<file path="config.mk">
export PLATFORM = sky130hd
export DESIGN_NAME = url_percent_decoder_unit
export DESIGN_NICKNAME = d
export VERILOG_FILES = /design/src/upd_pkg.sv /design/src/url_percent_decoder_unit.sv
export SDC_FILE = /design/constraint.sdc
export NUM_CORES = 1
export LEC_CHECK = 0
export BUFFER_PORTS_ARGS = -buffer_cell sky130_fd_sc_hd__buf_2
export CAP_MARGIN = 15
export CORE_MARGIN = 2
export CORE_UTILIZATION = 40
export CTS_CLUSTER_DIAMETER = 120
export DETAILED_ROUTE_END_ITERATION = 8
export GPL_TIMING_DRIVEN = 0
export HOLD_SLACK_MARGIN = 0.08
export PLACE_DENSITY = 0.61
export SYNTH_ARGS = -nofsm -noshare
export SYNTH_HDL_FRONTEND = slang
export SYNTH_SLANG_ARGS = --single-unit
</file>
<file path="constraint.sdc">
create_clock -name clk_i -period 4 [get_ports clk_i]
set_input_delay 0.4 -clock clk_i [delete_from_list [all_inputs] [get_ports clk_i]]
set_output_delay 0.4 -clock clk_i [all_outputs]
set_load 0.05 [all_outputs]
</file>
<file path="src/upd_pkg.sv">
// Package for the URL percent decoder: character constants and hex digit helpers.
package upd_pkg;

  // The escape character.
  localparam logic [7:0] PctChar = 8'h25;

  // Largest number of decoded bytes that one item can give.
  localparam int unsigned MaxRun = 3;
  localparam int unsigned RunCntW = $clog2(MaxRun + 1);

  typedef logic [RunCntW-1:0] run_cnt_t;
  typedef logic [7:0] byte_t;

  // True when the byte is a hex digit in either case.
  function automatic logic hex_ok(input byte_t b);
    logic is_num;
    logic is_upper;
    logic is_lower;
    is_num   = (b >= 8'h30) && (b <= 8'h39);
    is_upper = (b >= 8'h41) && (b <= 8'h46);
    is_lower = (b >= 8'h61) && (b <= 8'h66);
    return is_num || is_upper || is_lower;
  endfunction

  // Value of a hex digit. The result means nothing for other bytes.
  function automatic logic [3:0] hex_val(input byte_t b);
    logic [3:0] v;
    if (b <= 8'h39) begin
      v = b[3:0];
    end else begin
      v = b[3:0] + 4'd9;
    end
    return v;
  endfunction

endpackage

</file>
<file path="src/url_percent_decoder_unit.sv">
// URL percent decoder: turns an encoded byte stream into decoded bytes, one item per byte.
// Latency: an item's first decoded byte is offered in the cycle after the item is accepted.
// Throughput: one item per cycle while each item gives at most one byte and the output
// is not stalled; an item that gives a run of two or three bytes holds off the next item
// until its run has drained, which is set by the single output port of the result buffer.
// Reset: rst_ni clears the escape state and empties the result buffer.
module url_percent_decoder_unit (
  input  logic       clk_i,
  input  logic       rst_ni,
  // Encoded byte channel.
  input  logic       in_valid_i,
  output logic       in_stall_o,
  input  logic [7:0] in_byte_i,
  input  logic       last_in_i,
  // Decoded byte channel.
  output logic       out_valid_o,
  input  logic       out_stall_i,
  output logic [7:0] out_byte_o,
  output logic       run_end_o,
  output logic       message_end_o
);

  // Escape state. A '%' has been seen while pend_q is set; held_q says whether the
  // byte after it is already kept in hbyte_q, waiting for the second digit.
  logic              pend_q, pend_d;
  logic              held_q, held_d;
  upd_pkg::byte_t    hbyte_q, hbyte_d;

  // Result buffer. It holds the bytes that one item gives, the one at the front
  // being offered on the output. rcnt_q counts the bytes still to go.
  upd_pkg::byte_t    rbuf_q [upd_pkg::MaxRun];
  upd_pkg::byte_t    rbuf_d [upd_pkg::MaxRun];
  upd_pkg::run_cnt_t rcnt_q, rcnt_d;
  logic              rlast_q, rlast_d;

  // Bytes given by the item on the input, worked out in one pass.
  upd_pkg::byte_t    emit [upd_pkg::MaxRun];
  upd_pkg::run_cnt_t emit_cnt;

  logic in_acc;
  logic out_acc;

  // The buffer can take a new item once it is empty, or once its final byte leaves
  // in this cycle. The output valid only looks at the buffer count.
  assign in_stall_o = (rcnt_q > upd_pkg::run_cnt_t'(1)) ||
                      ((rcnt_q == upd_pkg::run_cnt_t'(1)) && out_stall_i);
  assign in_acc     = in_valid_i && !in_stall_o;

  assign out_valid_o   = (rcnt_q != '0);
  assign out_acc       = out_valid_o && !out_stall_i;
  assign out_byte_o    = rbuf_q[0];
  assign run_end_o     = (rcnt_q == upd_pkg::run_cnt_t'(1));
  assign message_end_o = run_end_o && rlast_q;

  // Decode one item against the escape state.
  always_comb begin
    for (int i = 0; i < upd_pkg::MaxRun; i++) begin
      emit[i] = '0;
    end
    emit_cnt = '0;
    pend_d   = pend_q;
    held_d   = held_q;
    hbyte_d  = hbyte_q;

    if (pend_q && held_q) begin
      // Second byte after a '%': the escape resolves one way or the other.
      pend_d = 1'b0;
      held_d = 1'b0;
      if (upd_pkg::hex_ok(hbyte_q) && upd_pkg::hex_ok(in_byte_i)) begin
        emit[0]  = {upd_pkg::hex_val(hbyte_q), upd_pkg::hex_val(in_byte_i)};
        emit_cnt = upd_pkg::run_cnt_t'(1);
      end else begin
        // Not a valid escape: give the '%' and run both bytes through again.
        emit[0]  = upd_pkg::PctChar;
        emit_cnt = upd_pkg::run_cnt_t'(1);
        if (hbyte_q == upd_pkg::PctChar) begin
          // The held byte opens a fresh escape, and this byte follows it.
          if (last_in_i) begin
            emit[1]  = upd_pkg::PctChar;
            emit_cnt = upd_pkg::run_cnt_t'(2);
          end else begin
            pend_d  = 1'b1;
            held_d  = 1'b1;
            hbyte_d = in_byte_i;
          end
        end else begin
          emit[1]  = hbyte_q;
          emit_cnt = upd_pkg::run_cnt_t'(2);
          if (in_byte_i == upd_pkg::PctChar) begin
            if (last_in_i) begin
              emit[2]  = upd_pkg::PctChar;
              emit_cnt = upd_pkg::run_cnt_t'(3);
            end else begin
              pend_d = 1'b1;
            end
          end else begin
            emit[2]  = in_byte_i;
            emit_cnt = upd_pkg::run_cnt_t'(3);
          end
        end
      end
    end else if (pend_q) begin
      // First byte after a '%': keep it, unless the message ends here.
      if (last_in_i) begin
        emit[0]  = upd_pkg::PctChar;
        emit_cnt = upd_pkg::run_cnt_t'(1);
      end else begin
        hbyte_d = in_byte_i;
        held_d  = 1'b1;
      end
    end else if (in_byte_i == upd_pkg::PctChar) begin
      if (last_in_i) begin
        emit[0]  = upd_pkg::PctChar;
        emit_cnt = upd_pkg::run_cnt_t'(1);
      end else begin
        pend_d = 1'b1;
        held_d = 1'b0;
      end
    end else begin
      emit[0]  = in_byte_i;
      emit_cnt = upd_pkg::run_cnt_t'(1);
    end

    // The end of a message always leaves the escape state clear.
    if (last_in_i) begin
      pend_d  = 1'b0;
      held_d  = 1'b0;
      hbyte_d = '0;
    end
  end

  // Next contents of the result buffer: load a new run, or move the run on by one.
  always_comb begin
    rbuf_d  = rbuf_q;
    rcnt_d  = rcnt_q;
    rlast_d = rlast_q;
    if (in_acc) begin
      rbuf_d  = emit;
      rcnt_d  = emit_cnt;
      rlast_d = last_in_i;
    end else if (out_acc) begin
      for (int i = 0; i < upd_pkg::MaxRun - 1; i++) begin
        rbuf_d[i] = rbuf_q[i+1];
      end
      rbuf_d[upd_pkg::MaxRun-1] = '0;
      rcnt_d = rcnt_q - upd_pkg::run_cnt_t'(1);
    end
  end

  always_ff @(posedge clk_i or negedge rst_ni) begin
    if (!rst_ni) begin
      pend_q  <= 1'b0;
      held_q  <= 1'b0;
      hbyte_q <= '0;
      rcnt_q  <= '0;
      rlast_q <= 1'b0;
    end else begin
      if (in_acc) begin
        pend_q  <= pend_d;
        held_q  <= held_d;
        hbyte_q <= hbyte_d;
      end
      rcnt_q  <= rcnt_d;
      rlast_q <= rlast_d;
    end
  end

  always_ff @(posedge clk_i) begin
    rbuf_q <= rbuf_d;
  end

  // A byte can only be held while an escape is open.
  a_held_needs_pend: assert property (@(posedge clk_i) disable iff (!rst_ni)
    held_q |-> pend_q)
    else $error("held byte without an open escape");

  // The final item of a message always gives at least one byte.
  a_last_gives_byte: assert property (@(posedge clk_i) disable iff (!rst_ni)
    (in_acc && last_in_i) |=> out_valid_o)
    else $error("final item gave no result");

  // The final item of a message leaves no escape open.
  a_last_clears: assert property (@(posedge clk_i) disable iff (!rst_ni)
    (in_acc && last_in_i) |=> (!pend_q && !held_q))
    else $error("escape state survived the end of a message");

  // The second byte after a '%' always resolves the escape with output.
  a_escape_resolves: assert property (@(posedge clk_i) disable iff (!rst_ni)
    (in_acc && pend_q && held_q) |=> out_valid_o)
    else $error("resolved escape gave no result");

endmodule

</file>
# After elaboration in Yosys (flattened, before gate mapping)
# Index checks and enable logic that the tools add are counted.
# classes
n_reduce_logical	25
n_mux	41
add_sub_neg	3
magnitude_cmp	13
n_eq_ne	5
# ops
op	count
8-bit 2-to-1 mux	11
24-bit 2-to-1 mux	2
8-bit by 7-bit >= comparator with 1-bit output (second input constant)	4
8-bit by 7-bit <= comparator with 1-bit output (second input constant)	4
16-bit 2-to-1 mux	2
8-bit by 6-bit == test with 1-bit output (second input constant)	2
8-bit by 6-bit >= comparator with 1-bit output (second input constant)	2
8-bit by 6-bit <= comparator with 1-bit output (second input constant)	2
2-bit 2-to-1 mux	8
1-bit 2-to-1 mux	15
1-bit logical AND	12
4-bit adder (second input constant)	2
4-bit 2-to-1 mux	2
6-bit 2-to-1 mux	1
1-bit logical OR	5
4-bit AND reduction	1
2-bit nonzero test	2
4-bit nonzero test	1
3-bit by 2-bit inequality test with 1-bit output (second input constant)	1
3-bit inequality test (second input constant)	1
3-bit nonzero test	1
2-bit by 1-bit == test with 1-bit output (second input constant)	1
2-bit by 1-bit > comparator with 1-bit output (second input constant)	1
1-bit logical NOT	2
other kinds (2)	2
# word_totals
ff_bits	37
in_bits	13
wordCells	95
out_inout_bits	12

# Depth between registers and ports, before layout
# logic_depth
depth_word	8
mapped_depth	8
depth_no_buf	7

# Worst setup path before layout
# No wires, ideal clock.
# synth_path
kind	reg2reg
from	register rcnt_q[1]
to	register rbuf_q (netlist bit out_byte_o[0]) (enable)
path_slack_ps	1014
t_arrival_ps	2417
n_path_buf	1
path_stages_with_launch	7
t_required_ps	3430
synth_period_minus_slack_ps	2986
cell_sequence	dfrtp_1 inv_1 ha_1 mux2i_1 nand2_1 clkbuf_1 o21ai_0
# synth_between
elab_chain_cells	6
elab_cells_between_ends	9
cone_classes	order compare: 1; eq/ne: 1; reduce/logical: 7
# synth_lines
item	line	rtl
start, declared	url_percent_decoder_unit.sv:33	upd_pkg::run_cnt_t rcnt_q, rcnt_d;
start signal, assigned	url_percent_decoder_unit.sv:163	rcnt_q <= rcnt_d;
2-bit by 1-bit == test with 1-bit output	n/a	
via run_end_o	url_percent_decoder_unit.sv:19	output logic run_end_o,
1-bit logical AND	url_percent_decoder_unit.sv:46	((rcnt_q == upd_pkg::run_cnt_t'(1)) && out_stall_i);
1-bit logical OR	url_percent_decoder_unit.sv:45	assign in_stall_o = (rcnt_q > upd_pkg::run_cnt_t'(1)) ||
1-bit logical NOT	url_percent_decoder_unit.sv:47	assign in_acc = in_valid_i && !in_stall_o;
1-bit logical AND	url_percent_decoder_unit.sv:47	
2-bit nonzero test (no source line)	n/a	
end signal, assigned	url_percent_decoder_unit.sv:169	rbuf_q <= rbuf_d;
end, declared	url_percent_decoder_unit.sv:31	upd_pkg::byte_t rbuf_q [upd_pkg::MaxRun];
# The timed path passes the listed nets, and every way through them passes these cells.
# A chain may end at the register's enable or synchronous reset.

==> results.yml <==
die:
  initial_core_util_pct: 41.0
  rows: 28
  die_area_mm2: 0.00666
  ios: 25
  die_width_um: 81.6
  core_mm2: 0.00589
  die_height_um: 81.6
sta:
  finalCriticalPeriod_ps: 2480
  holdWs_ps: 410
  fmax_mhz: 403
  rsz0062_at_grt: "no"
  max_slew_margin_pct: 60.6
  fin_skew_ps: 5.52
  setup_viol: 0
  tightest_slew_ps: 588
  setup_slack_ps: 1520
  finalHoldViolations: 0
  slew_viol_final: 0
  finalCritPeriodShare_pct: 62.0
  setup_tns_ps: 0
yosys:
  synthArstFlopShare_pct: 35.1
  syn_nets: 261
  synthDistinctLibCells: 61
  postSynthAreaPerCell_um2: 10.1
  synth-edff-count: 24
  ys_seq_elements: 37
  yosys_warnings: 0
  syn_area_mm2: 0.00241
  synth-seq-area-share_pct: 43.4
  yosys_most_used_dff: "edfxtp_1"
  synth_cells: 238
global_route:
  grt_pass1_wl_um: 9960
  antenna_found_initial: 0
  met1_usage_pct: 27.5
  track_usage_pct: 20.2
  grt_pass1_vias: 1907
  grt_max_degree: 18
  grtUsageMet3_pct: 2.97
  top_usage_layer: "met2"
  grt_overflow: 0
  use_met2_pct: 31.5
routing:
  viasPerCell: 5.73
  first_iter_violations: 213
  wirelength_um: 6320
  drt_pass1_iterations: 4
  antenna_left: 0
  vias: 1982
  post_drt_wl_per_cell_um: 18.3
  drc: 0
cts:
  htree_levels: 2
  postCtsHoldBufs: 1
  cts_root_buf: "clkbuf_8"
  cts.sinks: 37
  cts_tree: "done"
  post-cts-setup-buffers: 0
  clock_latency_ps: 290
  clockBufferDepth: 2
  ctsResizeCount: 0
  cts_inserted_buffers: 5
  clk_pin_slew_ps: 70
layout:
  area_delta_synth_final_pct: 14.9
  fin_area_mm2: 0.00277
  num_antenna_cells: 0
  drive_above_1_share_pct: 23.2
  fin_nets: 293
place:
  hpwl_um: 4440
  place_ws_ps: 1450
  place.port_buffers: 23
  placedInstanceArea_mm2: 0.00265
  gp_congestion: 0.904
power_and_ir_drop:
  switchingPower_uw: 698
  powerDensity_mw_per_mm2: 619
  p_clk_share_pct: 18.7
  power_frac_comb_pct: 44.3
  p_seq_share_pct: 37.0
  p_leak_nw: 1.12
  netSwitchingFraction_pct: 40.7
  vdd_ir_drop_max_v: 0.000341
  p_int_mw: 1.02
critical_path:
  crit_path_start_kind: "flop"
  r2r_slack_ps: 1520
  critPathArrivalTime_ps: 2490
  worst_setup_path_end_kind: "flop"
  worstPathMaxFanout: 9
  path_class: "reg2reg"
  cp.required_ps: 4010
status:
  status: "complete, no violations"
flow_run:
  cap_violations: 0
worst_hold_path:
  hp-class: "in2reg"
## sequential cells by signal, summed over array words and instances (netlist names)
register and cells:
pend_q 1, rbuf_q 16, held_q 1, rcnt_q 2, out_byte_o 8, rlast_q 1
hbyte_q 8
## cells by family after synthesis
logic type	count (synthesis)	synth area share, %
XOR/XNOR	3	1.09
multiplexers	5	2.28
AO/OA/AOI/OAI	67	22.4
adder cells (fa/ha/maj)	10	5.19
flip-flops	37	43.4
AND/OR/NAND/NOR	83	18.8
buffers and inverters	33	6.90
## cell usage after synthesis, drive strengths merged, types with 2 or more instances
cell / count / area share (%)
o21a: 2 / 0.62
nand2b: 4 / 1.0
and2: 4 / 1.0
o21ai: 17 / 3.7
o22ai: 4 / 1.0
a22o: 8 / 2.9
buf: 13 / 3.8
nand3: 5 / 1.6
o31ai: 5 / 1.8
nor3: 5 / 1.2
a211o: 2 / 0.73
a211oi: 4 / 1.7
dfrtp: 13 / 13
o221a: 2 / 0.93
a21oi: 7 / 1.6
nand2: 29 / 4.5
nor4b: 2 / 1.2
and3: 6 / 1.6
o311ai: 3 / 2.1
clkbuf: 7 / 1.1
edfxtp: 24 / 30
xnor2: 3 / 1.1
nor2: 13 / 2.1
mux2i: 4 / 1.7
nor4: 7 / 1.8
o41ai: 2 / 1.0
o21bai: 3 / 1.4
ha: 10 / 5.2
inv: 13 / 2.0
## stage by stage
| stage | util [%] | cells | power [mW] |
|---|---|---|---|
| final | 47.1 | 346 | 1.72 |
| after global routing | 47.1 | 346 | 1.82 |
| after CTS | 47.1 | 346 | 1.73 |
| after detailed placement | 45.0 | 337 | 1.40 |
| after global placement | 44.5 | 336 | 1.37 |
| after floorplan | - | 238 | 1.21 |
## cell type report
cell class	instances	area, um^2
Buffer	20	118
Sequential cell	37	1050
Inverter	13	48.8
Tap cell	75	93.8
Clock buffer	5	68.8
Clock inverter	3	41.3
Timing Repair Buffer	25	153
Fill cell	568	3110
Multi-Input combinational cell	168	1200
## worst max-delay path, stage by stage (launching register included)
cell      delay, ps
dfrtp_1         460
inv_1           140
ha_1            300
o21bai_4        100
o21ai_1         210
o311ai_4        230
o41ai_1         580
o22ai_1         190
## final timing paths
kind,start,to,cells after the start
worst max-delay path,hbyte_q[1],out_byte_o[2],7
min in group asynchronous,rst_ni,pend_q,2
max in group asynchronous,rst_ni,hbyte_q[0],2
worst max register to register,hbyte_q[1],out_byte_o[2],7
worst min-delay path,in_byte_i[4],hbyte_q[4],2
worst min register to register,rlast_q,rlast_q,2
## metal layers
metal | wire, um | part of all wire, %
met5 | 0 | 0
met4 | 163 | 2.6
met3 | 311 | 4.9
met2 | 2970 | 47
met1 | 2880 | 46
## cells in the final DEF (no fill, tap or decap), drive strengths merged, types with 2 or more instances in the layout
cell type	count
buf	37
nand2	29
edfxtp	24
o21ai	17
dfrtp	13
inv	13
nor2	13
clkbuf	12
ha	10
a22o	8
nor4	7
a21oi	7
and3	6
o31ai	5
nand3	5
nor3	5
mux2i	4
o22ai	4
nand2b	4
and2	4
a211oi	4
xnor2	3
o21bai	3
o311ai	3
a211o	2
o221a	2
o21a	2
nor4b	2
o41ai	2
## power groups by stage
stage               sequential [mW]  clock, mW  combinational [mW]
detailed placement            0.643          0               0.762
CTS                           0.636      0.328               0.766
finish                        0.635      0.322               0.760
global placement              0.647          0               0.722
floorplan                     0.632          0               0.575
global route                  0.649      0.344               0.825
Note: power is estimated with default switching activity, not from simulation.
